**src/sv/frba_pkg.sv**
```systemverilog
package frba_pkg;

  localparam int FENCE_DEPTH = 16;
  localparam int OFFSET_BITS = 32;
  localparam int IDX_W       = $clog2(FENCE_DEPTH);
  localparam int CNT_W       = $clog2(FENCE_DEPTH + 1);

  typedef logic [OFFSET_BITS-1:0] ofs_t;
  typedef logic [IDX_W-1:0]       idx_t;
  typedef logic [CNT_W-1:0]       cnt_t;

  localparam logic       CMD_RESERVE  = 1'b0;
  localparam logic       CMD_COMMIT   = 1'b1;
  localparam logic [1:0] ST_OK        = 2'd0;
  localparam logic [1:0] ST_TOO_LARGE = 2'd1;
  localparam logic [1:0] ST_SUBMIT    = 2'd2;
  localparam logic [1:0] ST_OVER      = 2'd3;

  typedef struct packed {
    logic        cmd;
    logic [31:0] byte_count;
    logic [16:0] alignment;
    logic [63:0] completed_fence;
    logic [63:0] current_fence;
  } req_t;

  typedef struct packed {
    logic [1:0]  status;
    logic [31:0] write_offset;
    logic [31:0] free_space;
    logic        wait_needed;
    logic [63:0] wait_fence;
    logic        fence_overflow;
  } rsp_t;

  typedef enum logic [3:0] {
    OP_IDLE, OP_LATCH, OP_CHECK, OP_RET_RD, OP_RET_EV, OP_RET_END, OP_REM, OP_FAST,
    OP_SRCH_RD, OP_SRCH_EV, OP_SUBMIT, OP_SELECT, OP_FINISH, OP_CMT_RD, OP_COMMIT, OP_LOAD
  } dp_op_e;

  typedef struct packed {
    dp_op_e op;
  } ctl_t;

  typedef struct packed {
    logic is_commit;
    logic too_large;
    logic more;
    logic hit;
    logic found;
    logic rem_busy;
    logic fast_ok;
    logic cur_match;
    logic out_free;
  } sts_t;

endpackage

```
**src/sv/frba_ram.sv**
```systemverilog
module frba_ram #(
  parameter int WIDTH = 32,
  parameter int DEPTH = 16
) (
  input  logic                     clk_i,
  input  logic                     we_i,
  input  logic [$clog2(DEPTH)-1:0] waddr_i,
  input  logic [WIDTH-1:0]         wdata_i,
  input  logic [$clog2(DEPTH)-1:0] raddr_i,
  output logic [WIDTH-1:0]         rdata_o
);

  logic [WIDTH-1:0] mem_q [DEPTH];
  logic [WIDTH-1:0] rdata_q;

  always_ff @(posedge clk_i) begin
    if (we_i) begin
      mem_q[waddr_i] <= wdata_i;
    end
    rdata_q <= mem_q[raddr_i];
  end

  assign rdata_o = rdata_q;

endmodule

```
**src/sv/frba_rem.sv**
```systemverilog
module frba_rem import frba_pkg::*; (
  input  logic        clk_i,
  input  logic        rst_ni,
  input  logic        start_i,
  input  ofs_t        x_i,
  input  logic [16:0] a_i,
  output logic        busy_o,
  output logic [16:0] rem_o
);

  localparam int STEP_W = $clog2(OFFSET_BITS + 1);

  logic [16:0]       a_eff;
  logic              pow2;
  logic [16:0]       a_q;
  ofs_t              x_q;
  logic [16:0]       r_q;
  logic [STEP_W-1:0] cnt_q;
  logic              busy_q;
  logic [17:0]       t;

  assign a_eff = (a_i == 17'd0) ? 17'd1 : a_i;
  assign pow2  = (a_eff & (a_eff - 17'd1)) == 17'd0;
  assign t     = {r_q, x_q[OFFSET_BITS-1]};

  always_ff @(posedge clk_i or negedge rst_ni) begin
    if (!rst_ni) begin
      busy_q <= 1'b0;
      cnt_q  <= '0;
    end else if (start_i) begin
      busy_q <= !pow2;
      cnt_q  <= STEP_W'(OFFSET_BITS);
    end else if (busy_q) begin
      cnt_q <= cnt_q - STEP_W'(1);
      if (cnt_q == STEP_W'(1)) begin
        busy_q <= 1'b0;
      end
    end
  end

  always_ff @(posedge clk_i) begin
    if (start_i) begin
      a_q <= a_eff;
      x_q <= x_i;
      r_q <= pow2 ? (17'(x_i) & (a_eff - 17'd1)) : 17'd0;
    end else if (busy_q) begin
      x_q <= x_q << 1;
      r_q <= (t >= 18'(a_q)) ? 17'(t - 18'(a_q)) : 17'(t);
    end
  end

  assign busy_o = busy_q;
  assign rem_o  = r_q;

endmodule

```
**src/sv/frba_dp.sv**
```systemverilog
module frba_dp import frba_pkg::*; (
  input  logic        clk_i,
  input  logic        rst_ni,
  input  ctl_t        ctl_i,
  output sts_t        sts_o,
  input  req_t        in_req_i,
  input  logic        cfg_we_i,
  input  logic [31:0] cfg_data_i,
  output logic        out_valid_o,
  input  logic        out_stall_i,
  output rsp_t        out_rsp_o
);

  function automatic idx_t slot(idx_t h, cnt_t n);
    logic [CNT_W:0] s;
    s = (CNT_W+1)'(h) + (CNT_W+1)'(n);
    if (s >= (CNT_W+1)'(FENCE_DEPTH)) s = s - (CNT_W+1)'(FENCE_DEPTH);
    return idx_t'(s);
  endfunction

  function automatic ofs_t sub0(ofs_t a, ofs_t b);
    return (a > b) ? a - b : '0;
  endfunction

  logic [31:0] bsize_q;
  ofs_t        wp_q, sp_q, cp_q;
  idx_t        head_q;
  cnt_t        count_q;
  req_t        req_q;
  cnt_t        idx_q;
  logic [63:0] fctr_q, wfence_q;
  ofs_t        foff_q, nwp_q, nsp_q, ngp_q;
  logic [1:0]  st_q;
  logic        ovf_q;
  rsp_t        out_q;
  logic        out_valid_q;

  dp_op_e      op;
  ofs_t        size, size_m_wp, wpa;
  logic [32:0] req_sum;
  logic [16:0] a_eff, rem, adj;
  logic        rem_busy;
  idx_t        rd_idx, wr_idx;
  logic [63:0] ctr_rd;
  ofs_t        off_rd;
  logic        fast_ok, found, last_match, over;
  ofs_t        fast_wp, fast_sp, s_nwp, s_nsp, s_ngp, cmt_wp;
  logic        we_ctr, we_off;
  cnt_t        drop_n;
  logic [32:0] sp_fin;

  assign op        = ctl_i.op;
  assign size      = ofs_t'(bsize_q);
  assign req_sum   = {1'b0, req_q.byte_count} + 33'(req_q.alignment);
  assign a_eff     = (req_q.alignment == 17'd0) ? 17'd1 : req_q.alignment;
  assign adj       = (rem == 17'd0) ? 17'd0 : a_eff - rem;
  assign wpa       = wp_q + ofs_t'(adj);
  assign size_m_wp = sub0(size, wp_q);
  assign rd_idx    = slot(head_q, (op == OP_CMT_RD) ? count_q - cnt_t'(1) : idx_q);

  frba_rem u_rem (
    .clk_i  (clk_i),
    .rst_ni (rst_ni),
    .start_i(op == OP_REM || op == OP_SELECT),
    .x_i    ((op == OP_SELECT) ? nwp_q : wp_q),
    .a_i    (req_q.alignment),
    .busy_o (rem_busy),
    .rem_o  (rem)
  );

  frba_ram #(.WIDTH(64), .DEPTH(FENCE_DEPTH)) u_ctr_ram (
    .clk_i  (clk_i),
    .we_i   (we_ctr),
    .waddr_i(wr_idx),
    .wdata_i(req_q.current_fence),
    .raddr_i(rd_idx),
    .rdata_o(ctr_rd)
  );

  frba_ram #(.WIDTH(OFFSET_BITS), .DEPTH(FENCE_DEPTH)) u_off_ram (
    .clk_i  (clk_i),
    .we_i   (we_off),
    .waddr_i(wr_idx),
    .wdata_i(cmt_wp),
    .raddr_i(rd_idx),
    .rdata_o(off_rd)
  );

  always_comb begin
    fast_ok = 1'b0;
    fast_wp = wpa;
    fast_sp = sub0(size, wpa);
    if (wp_q >= cp_q) begin
      if (req_sum <= 33'(size_m_wp)) begin
        fast_ok = 1'b1;
      end else if (req_sum < 33'(cp_q)) begin
        fast_ok = 1'b1;
        fast_wp = '0;
        fast_sp = cp_q - ofs_t'(1);
      end
    end else if (req_sum < 33'(cp_q - wp_q)) begin
      fast_ok = 1'b1;
      fast_sp = sub0(sub0(cp_q, wpa), ofs_t'(1));
    end
  end

  always_comb begin
    found = 1'b0;
    s_nwp = wp_q;
    s_nsp = size_m_wp;
    s_ngp = off_rd;
    if (wp_q == off_rd) begin
      found = 1'b1;
      s_nwp = '0;
      s_nsp = size;
      s_ngp = '0;
    end else if (wp_q > off_rd) begin
      if (33'(size_m_wp) >= req_sum) begin
        found = 1'b1;
      end else if (33'(off_rd) > req_sum) begin
        found = 1'b1;
        s_nwp = '0;
        s_nsp = off_rd - ofs_t'(1);
      end
    end else if (33'(off_rd - wp_q) > req_sum) begin
      found = 1'b1;
      s_nsp = off_rd - wp_q - ofs_t'(1);
    end
  end

  assign cmt_wp     = wp_q + ofs_t'(req_q.byte_count);
  assign over       = ({1'b0, req_q.byte_count} > 33'(sp_q)) ||
                      (33'(wp_q) + 33'(req_q.byte_count) > 33'(size));
  assign last_match = (count_q != '0) && (ctr_rd == req_q.current_fence);
  assign wr_idx     = slot(head_q, last_match ? count_q - cnt_t'(1) : count_q);
  assign we_ctr     = (op == OP_COMMIT) && !over && !last_match &&
                      (count_q < cnt_t'(FENCE_DEPTH));
  assign we_off     = (op == OP_COMMIT) && !over && (last_match || we_ctr);
  assign drop_n     = (wp_q == foff_q) ? count_q : idx_q + cnt_t'(1);
  assign sp_fin     = (33'(sp_q) > 33'(adj)) ? 33'(sp_q) - 33'(adj) : 33'd0;

  always_ff @(posedge clk_i or negedge rst_ni) begin
    if (!rst_ni) begin
      bsize_q     <= '0;
      wp_q        <= '0;
      sp_q        <= '0;
      cp_q        <= '0;
      head_q      <= '0;
      count_q     <= '0;
      out_valid_q <= 1'b0;
    end else begin
      if (op == OP_LOAD) out_valid_q <= 1'b1;
      else if (out_valid_q && !out_stall_i) out_valid_q <= 1'b0;
      if (cfg_we_i) begin
        bsize_q <= cfg_data_i;
        wp_q    <= '0;
        cp_q    <= '0;
        head_q  <= '0;
        count_q <= '0;
      end
      case (op)
        OP_RET_EV: begin
          if (req_q.completed_fence >= ctr_rd) cp_q <= off_rd;
        end
        OP_RET_END: begin
          if (idx_q != '0) begin
            head_q  <= slot(head_q, idx_q);
            count_q <= count_q - idx_q;
            if (wp_q == cp_q) begin
              wp_q <= '0;
              cp_q <= '0;
              sp_q <= size;
            end
          end
        end
        OP_FAST: begin
          if (fast_ok) begin
            wp_q <= fast_wp;
            sp_q <= fast_sp;
          end
        end
        OP_SELECT: begin
          if (fctr_q != req_q.current_fence) begin
            head_q  <= slot(head_q, drop_n);
            count_q <= count_q - drop_n;
            wp_q    <= nwp_q;
            sp_q    <= nsp_q;
            cp_q    <= ngp_q;
          end
        end
        OP_FINISH: begin
          wp_q <= wpa;
          sp_q <= ofs_t'(sp_fin);
        end
        OP_COMMIT: begin
          if (!over) begin
            wp_q <= cmt_wp;
            sp_q <= sp_q - ofs_t'(req_q.byte_count);
            if (we_ctr) count_q <= count_q + cnt_t'(1);
          end
        end
        default: ;
      endcase
    end
  end

  always_ff @(posedge clk_i) begin
    case (op)
      OP_LATCH: begin
        req_q    <= in_req_i;
        wfence_q <= '0;
        ovf_q    <= 1'b0;
        st_q     <= ST_OK;
        idx_q    <= '0;
      end
      OP_CHECK: begin
        if (req_q.cmd == CMD_RESERVE && req_sum > 33'(size)) st_q <= ST_TOO_LARGE;
      end
      OP_RET_EV: begin
        if (req_q.completed_fence >= ctr_rd) idx_q <= idx_q + cnt_t'(1);
      end
      OP_RET_END: idx_q <= '0;
      OP_SRCH_EV: begin
        if (found) begin
          nwp_q  <= s_nwp;
          nsp_q  <= s_nsp;
          ngp_q  <= s_ngp;
          fctr_q <= ctr_rd;
          foff_q <= off_rd;
        end else begin
          idx_q <= idx_q + cnt_t'(1);
        end
      end
      OP_SUBMIT: st_q <= ST_SUBMIT;
      OP_SELECT: begin
        if (fctr_q == req_q.current_fence) st_q <= ST_SUBMIT;
        else wfence_q <= fctr_q;
      end
      OP_COMMIT: begin
        if (over) st_q <= ST_OVER;
        else ovf_q <= !last_match && (count_q >= cnt_t'(FENCE_DEPTH));
      end
      OP_LOAD: begin
        out_q.status         <= st_q;
        out_q.write_offset   <= 32'(wp_q);
        out_q.free_space     <= 32'(sp_q);
        out_q.wait_needed    <= wfence_q != '0;
        out_q.wait_fence     <= wfence_q;
        out_q.fence_overflow <= ovf_q;
      end
      default: ;
    endcase
  end

  assign sts_o.is_commit = req_q.cmd == CMD_COMMIT;
  assign sts_o.too_large = req_sum > 33'(size);
  assign sts_o.more      = idx_q < count_q;
  assign sts_o.hit       = req_q.completed_fence >= ctr_rd;
  assign sts_o.found     = found;
  assign sts_o.rem_busy  = rem_busy;
  assign sts_o.fast_ok   = fast_ok;
  assign sts_o.cur_match = fctr_q == req_q.current_fence;
  assign sts_o.out_free  = !out_valid_q || !out_stall_i;

  assign out_valid_o = out_valid_q;
  assign out_rsp_o   = out_q;

endmodule

```
**src/sv/frba_ctrl.sv**
```systemverilog
module frba_ctrl import frba_pkg::*; (
  input  logic clk_i,
  input  logic rst_ni,
  input  logic in_valid_i,
  output logic in_stall_o,
  output logic cfg_ready_o,
  input  sts_t sts_i,
  output ctl_t ctl_o
);

  typedef enum logic [4:0] {
    S_IDLE, S_CHECK, S_RET_RD, S_RET_EV, S_RET_END, S_REM, S_REM_WAIT, S_FAST,
    S_SRCH_RD, S_SRCH_EV, S_SUBMIT, S_SELECT, S_FIN_WAIT, S_FINISH, S_CMT_RD,
    S_COMMIT, S_DONE
  } state_e;

  state_e state_q, state_d;
  logic   stall_q;
  dp_op_e op;

  always_comb begin
    state_d = state_q;
    op      = OP_IDLE;
    case (state_q)
      S_IDLE: begin
        if (in_valid_i) begin
          op      = OP_LATCH;
          state_d = S_CHECK;
        end
      end
      S_CHECK: begin
        op = OP_CHECK;
        if (sts_i.is_commit) state_d = S_CMT_RD;
        else if (sts_i.too_large) state_d = S_DONE;
        else state_d = S_RET_RD;
      end
      S_RET_RD: begin
        op      = OP_RET_RD;
        state_d = sts_i.more ? S_RET_EV : S_RET_END;
      end
      S_RET_EV: begin
        op      = OP_RET_EV;
        state_d = sts_i.hit ? S_RET_RD : S_RET_END;
      end
      S_RET_END: begin
        op      = OP_RET_END;
        state_d = S_REM;
      end
      S_REM: begin
        op      = OP_REM;
        state_d = S_REM_WAIT;
      end
      S_REM_WAIT: begin
        if (!sts_i.rem_busy) state_d = S_FAST;
      end
      S_FAST: begin
        op      = OP_FAST;
        state_d = sts_i.fast_ok ? S_DONE : S_SRCH_RD;
      end
      S_SRCH_RD: begin
        op      = OP_SRCH_RD;
        state_d = sts_i.more ? S_SRCH_EV : S_SUBMIT;
      end
      S_SRCH_EV: begin
        op      = OP_SRCH_EV;
        state_d = sts_i.found ? S_SELECT : S_SRCH_RD;
      end
      S_SUBMIT: begin
        op      = OP_SUBMIT;
        state_d = S_DONE;
      end
      S_SELECT: begin
        op      = OP_SELECT;
        state_d = sts_i.cur_match ? S_DONE : S_FIN_WAIT;
      end
      S_FIN_WAIT: begin
        if (!sts_i.rem_busy) state_d = S_FINISH;
      end
      S_FINISH: begin
        op      = OP_FINISH;
        state_d = S_DONE;
      end
      S_CMT_RD: begin
        op      = OP_CMT_RD;
        state_d = S_COMMIT;
      end
      S_COMMIT: begin
        op      = OP_COMMIT;
        state_d = S_DONE;
      end
      S_DONE: begin
        if (sts_i.out_free) begin
          op      = OP_LOAD;
          state_d = S_IDLE;
        end
      end
      default: state_d = S_IDLE;
    endcase
  end

  always_ff @(posedge clk_i or negedge rst_ni) begin
    if (!rst_ni) begin
      state_q <= S_IDLE;
      stall_q <= 1'b0;
    end else begin
      state_q <= state_d;
      stall_q <= state_d != S_IDLE;
    end
  end

  assign in_stall_o  = stall_q;
  assign cfg_ready_o = !stall_q;
  assign ctl_o.op    = op;

endmodule

```
**src/sv/fenced_ring_buffer_allocator.sv**
```systemverilog
// channel  direction  handshake              payload
// in       input      in_valid_i / in_stall_o   in_req_i (req_t)
// out      output     out_valid_o / out_stall_i out_rsp_o (rsp_t)
// cfg      input      cfg_valid_i / cfg_ready_o cfg_data_i (buffer size)
//
// Commit: the newest fence entry is read from its RAM, then the commit is applied.
// Reserve: completed fence entries are retired, the alignment remainder is taken, a
// fast fit is tried and, if it fails, the queue is searched for a gap; on a wait the
// entry is selected and the offset aligned anew. A remainder (one, or two on a wait)
// is bit-serial unless the alignment is a power of two; queue entries are read singly.
// Reset clears offsets, space and the fence queue at once; no clearing pass.
// A finished result waits in the output register while the next request is taken.
module fenced_ring_buffer_allocator import frba_pkg::*; (
  input  logic        clk_i,
  input  logic        rst_ni,
  input  logic        in_valid_i,
  output logic        in_stall_o,
  input  req_t        in_req_i,
  output logic        out_valid_o,
  input  logic        out_stall_i,
  output rsp_t        out_rsp_o,
  input  logic        cfg_valid_i,
  output logic        cfg_ready_o,
  input  logic [31:0] cfg_data_i
);

  ctl_t ctl;
  sts_t sts;

  frba_ctrl u_ctrl (
    .clk_i      (clk_i),
    .rst_ni     (rst_ni),
    .in_valid_i (in_valid_i),
    .in_stall_o (in_stall_o),
    .cfg_ready_o(cfg_ready_o),
    .sts_i      (sts),
    .ctl_o      (ctl)
  );

  frba_dp u_dp (
    .clk_i      (clk_i),
    .rst_ni     (rst_ni),
    .ctl_i      (ctl),
    .sts_o      (sts),
    .in_req_i   (in_req_i),
    .cfg_we_i   (cfg_valid_i && cfg_ready_o),
    .cfg_data_i (cfg_data_i),
    .out_valid_o(out_valid_o),
    .out_stall_i(out_stall_i),
    .out_rsp_o  (out_rsp_o)
  );

  a_busy_after_accept: assert property (@(posedge clk_i) disable iff (!rst_ni)
    in_valid_i && !in_stall_o |=> in_stall_o)
    else $error("request accepted without going busy");

  a_wait_only_ok: assert property (@(posedge clk_i) disable iff (!rst_ni)
    out_valid_o && out_rsp_o.wait_needed |-> out_rsp_o.status == ST_OK)
    else $error("wait fence on a failed request");

  a_overflow_only_ok: assert property (@(posedge clk_i) disable iff (!rst_ni)
    out_valid_o && out_rsp_o.fence_overflow |-> out_rsp_o.status == ST_OK)
    else $error("fence overflow on a failed request");

  a_wait_flag: assert property (@(posedge clk_i) disable iff (!rst_ni)
    out_valid_o |-> out_rsp_o.wait_needed == (out_rsp_o.wait_fence != '0))
    else $error("wait flag disagrees with wait fence");

endmodule

```
**config.mk**
```make
export PLATFORM = sky130hd
export DESIGN_NAME = fenced_ring_buffer_allocator
export DESIGN_NICKNAME = d
export VERILOG_FILES = /design/src/sv/frba_pkg.sv /design/src/sv/frba_ram.sv /design/src/sv/frba_rem.sv /design/src/sv/frba_dp.sv /design/src/sv/frba_ctrl.sv /design/src/sv/fenced_ring_buffer_allocator.sv
export SDC_FILE = /design/constraint.sdc
export NUM_CORES = 2
export LEC_CHECK = 0
export BUFFER_PORTS_ARGS = -buffer_cell sky130_fd_sc_hd__buf_4
export CAP_MARGIN = 20
export CORE_MARGIN = 3
export CORE_UTILIZATION = 57
export CTS_CLUSTER_DIAMETER = 120
export DETAILED_ROUTE_END_ITERATION = 8
export PLACE_DENSITY_LB_ADDON = 0.12
export SYNTH_ARGS = -nofsm -noshare
export SYNTH_HDL_FRONTEND = slang
export SYNTH_SLANG_ARGS = --single-unit
```
**constraint.sdc**
```tcl
create_clock -name clk_i -period 15.5 [get_ports clk_i]
set_input_delay 1.55 -clock clk_i [delete_from_list [all_inputs] [get_ports clk_i]]
set_output_delay 1.55 -clock clk_i [all_outputs]
set_load 0.01 [all_outputs]
```
==> results.py <==
metrics = {
    "clock_network": {
        "clk_latency_ns": 0.96,
        "path_clk_slew_ns": 0.06,
        "cts_max_path_buffers": 4,
        "numClockSinks": 2423,
        "cts_tree": "yes",
        "cts_made_buffers": 274,
        "htree_levels": 5,
        "hold_buffers": 0,
        "cts-resized-gates": 0,
        "post_cts_buffers": 0,
        "cts_root_buf": "clkbuf_16",
    },
    "critical_path": {
        "ff2ff_setup_slack_ns": 2.76,
        "reg2reg_to": "u_dp.sp_q[27]",
        "startpoint": "u_dp.req_q[133]",
        "cp_data_arrival_time_ns": 13.52,
        "endpoint_kind": "register",
        "timing.rr.start": "u_dp.req_q[133]",
        "crit_slowest_cell": "nor2_1",
        "reg2regPathDepth": 44,
        "startpoint_type": "register",
        "slowest_delay_ns": 0.75,
        "crit_path_frequent_cell": "o21ai_0",
        "cp.required_ns": 16.29,
        "critPathKind": "reg -> reg",
        "path_max_fanout": 14,
        "endpoint": "u_dp.sp_q[27]",
    },
    "sta": {
        "rsz0062_at_grt": "no",
        "finalCriticalPeriod_ns": 12.74,
        "setup_viol": 0,
        "drv_slew": 0,
        "fin_skew_ns": 0.141,
        "max_freq_ghz": 0.0785,
        "hold_viol": 0,
        "setup_ws_ns": 2.76,
        "finalCritPeriodShare_pct": 82.2,
        "tns_ns": 0,
        "tightest_slew_ns": 1.29,
        "slew_headroom_pct": 11.8,
    },
    "grt": {
        "antenna_found_initial": 28,
        "grt_pass1_vias": 83100,
        "grt_max_degree": 136,
        "grt_overflow": 0,
        "grt_pass1_wl_um": 601000,
        "track_usage_pct": 38.9,
    },
    "layout": {
        "multiInputGateArea_um2": 46900,
        "regArea_um2": 71000,
        "area_delta_synth_final_pct": 13.3,
        "finalCoreUtilization_pct": 65.0,
        "fillers": 15200,
        "layout.nets": 10300,
        "fin_cells": 12500,
        "drive_above_1_share_pct": 15.8,
    },
    "synth": {
        "synthFlopType": "edfxtp_1",
        "syn_nets": 9829,
        "postSynth.asyncResetShare_pct": 6.23,
        "ys_seq_area_share_pct": 59.0,
        "synth-edff-count": 2176,
        "yosysWarnings": 0,
        "avgSynthCellArea_um2": 13.5,
        "synthDistinctLibCells": 99,
        "synthesis.area_um2": 120000,
        "ys_ff_latch": 2423,
        "netlist_instances": 8952,
    },
    "routing": {
        "drtIter0Drc": 10700,
        "vias_per_cell": 6.70,
        "firstDrtPassIters": 9,
        "drc": 6,
        "avgRoutedWirePerCell_um": 34.2,
        "postRouteAntennaNets": 0,
        "vias": 83500,
        "wl_um": 426000,
    },
    "run": {
        "drv_cap": 0,
    },
    "placed_design": {
        "place_ws_ns": 3.22,
        "place_hpwl_um": 300000,
        "dp.cells": 12000,
        "port_buffers": 349,
        "gp_congestion": 1.04,
    },
    "die": {
        "fp.dieH_um": 466,
        "io_pins": 350,
        "die_x_um": 466,
        "start_util_pct": 57.4,
        "dieArea_um2": 217000,
        "floorplan.rows": 168,
        "core_um2": 210000,
    },
    "run_status": {
        "outcome": "finished, violations left",
        "violations": "design-rule violations",
    },
    "min_path": {
        "hold_class": "reg -> reg",
    },
}
[metrics by stage]
step	hold slack, ns	cell area (µm²)
2_1_floorplan	0.400	120000
3_3_place_gp	0.404	128000
3_5_place_dp	0.419	128000
4_1_cts	0.397	136000
5_1_grt	0.406	136000
6_report	0.398	136000
[logic make-up (layout without fill, tap and decap cells)]
logic type / count (synthesis) / count (layout) / synth area share, %
flip-flops: 2423 / 2423 / 59.0
AND/OR/NAND/NOR: 1989 / 1989 / 8.26
AO/OA/AOI/OAI: 1966 / 1966 / 10.6
buffers and inverters: 808 / 1504 / 2.53
adder cells (fa/ha/maj): 665 / 665 / 7.02
XOR/XNOR: 597 / 597 / 4.35
multiplexers: 504 / 504 / 8.18
other: 0 / 12 / 0
[cell usage in the layout, fill, tap and decap left out, types with 136 or more instances in the layout]
| cell | netlist | routed |
|---|---|---|
| o21ai_0 | 383 | 382 |
| a21oi_1 | 542 | 538 |
| clkbuf_16 | 0 | 278 |
| edfxtp_1 | 2176 | 2176 |
| buf_4 | 0 | 589 |
| nand3_1 | 136 | 136 |
| mux4_2 | 384 | 384 |
| a211oi_1 | 136 | 136 |
| a21o_1 | 265 | 265 |
| dfrtp_1 | 151 | 151 |
| nor2_1 | 405 | 367 |
| nor2b_1 | 168 | 167 |
| xnor2_1 | 379 | 373 |
| inv_1 | 432 | 431 |
| ha_1 | 643 | 642 |
| nand2_1 | 528 | 527 |
| xor2_1 | 217 | 215 |
[registers in the layout, summed over array words and instances (netlist names), 64 cells and up]
| signal | count |
|---|---|
| u_dp.fctr_q | 64 |
| u_dp.out_rsp_o | 132 |
| u_dp.req_q | 177 |
| u_dp.u_ctr_ram.mem_q | 1024 |
| u_dp.u_ctr_ram.rdata_o | 64 |
| u_dp.u_off_ram.mem_q | 512 |
| u_dp.wfence_q | 64 |
[cells in the mapped netlist, types with 96 or more instances]
library cell | instances | area (µm²)
inv_1 | 432 | 1620
o21ai_0 | 383 | 1920
nand3_1 | 136 | 681
nor2b_1 | 168 | 1050
a21oi_1 | 542 | 2710
a211oi_1 | 136 | 1020
dfxtp_1 | 96 | 1920
and2_1 | 122 | 763
mux2i_1 | 116 | 1160
nor2_1 | 405 | 1520
xor2_1 | 217 | 1900
nand4_1 | 134 | 838
mux4_2 | 384 | 8650
ha_1 | 643 | 8050
nand2_1 | 528 | 1980
xnor2_1 | 379 | 3320
dfrtp_1 | 151 | 3780
nor3_1 | 112 | 561
clkbuf_1 | 321 | 1200
a21o_1 | 265 | 1990
edfxtp_1 | 2176 | 65300
[worst max-delay path, delay by kind of cell (launching register included)]
family / cells / cell delay (ns)
and+or+nand+nor: 13 / 4.61
DFF: 1 / 0.52
adders and majority gates: 4 / 1.32
AOI/OAI and AO/OA: 25 / 5.90
buffers and inverters: 1 / 0.07
xor gates and xnor gates: 1 / 0.20
[area by class of cell]
class	instances	share of cell area [%]
well taps	2805	2.57
repair buffers	597	3.33
multi-input cells	5721	34.3
clock buffers	365	5.57
flip-flops and latches	2423	52.1
diodes	12	0.0220
clock inverters	110	0.882
inverters	432	1.19
[worst min-delay path by stage]
stage / startpoint / endpoint / cells past startpoint
after global routing: u_dp.st_q[1] / u_dp.out_rsp_o[131] / 0
after global placement: u_dp.st_q[1] / u_dp.out_rsp_o[131] / 0
after floorplan: u_dp.ovf_q / u_dp.out_rsp_o[0] / 0
after CTS: u_dp.st_q[1] / u_dp.out_rsp_o[131] / 0
final: u_dp.st_q[1] / u_dp.out_rsp_o[131] / 0
after detailed placement: u_dp.st_q[1] / u_dp.out_rsp_o[131] / 0
[metal layers]
layer / share of wire [%] / global-route usage (%) / vias to the layer above
li1: - / - / 35400
met1: 36 / 48.9 / 41800
met2: 47 / 62.5 / 5016
met3: 8.6 / 6.51 / 1300
met4: 8.2 / 26.1 / 18
met5: 0.026 / 0 / -
Power is left out: the tool's default activity adds up to more than one toggle a clock period on the data nets, which glitch-free logic cannot reach.
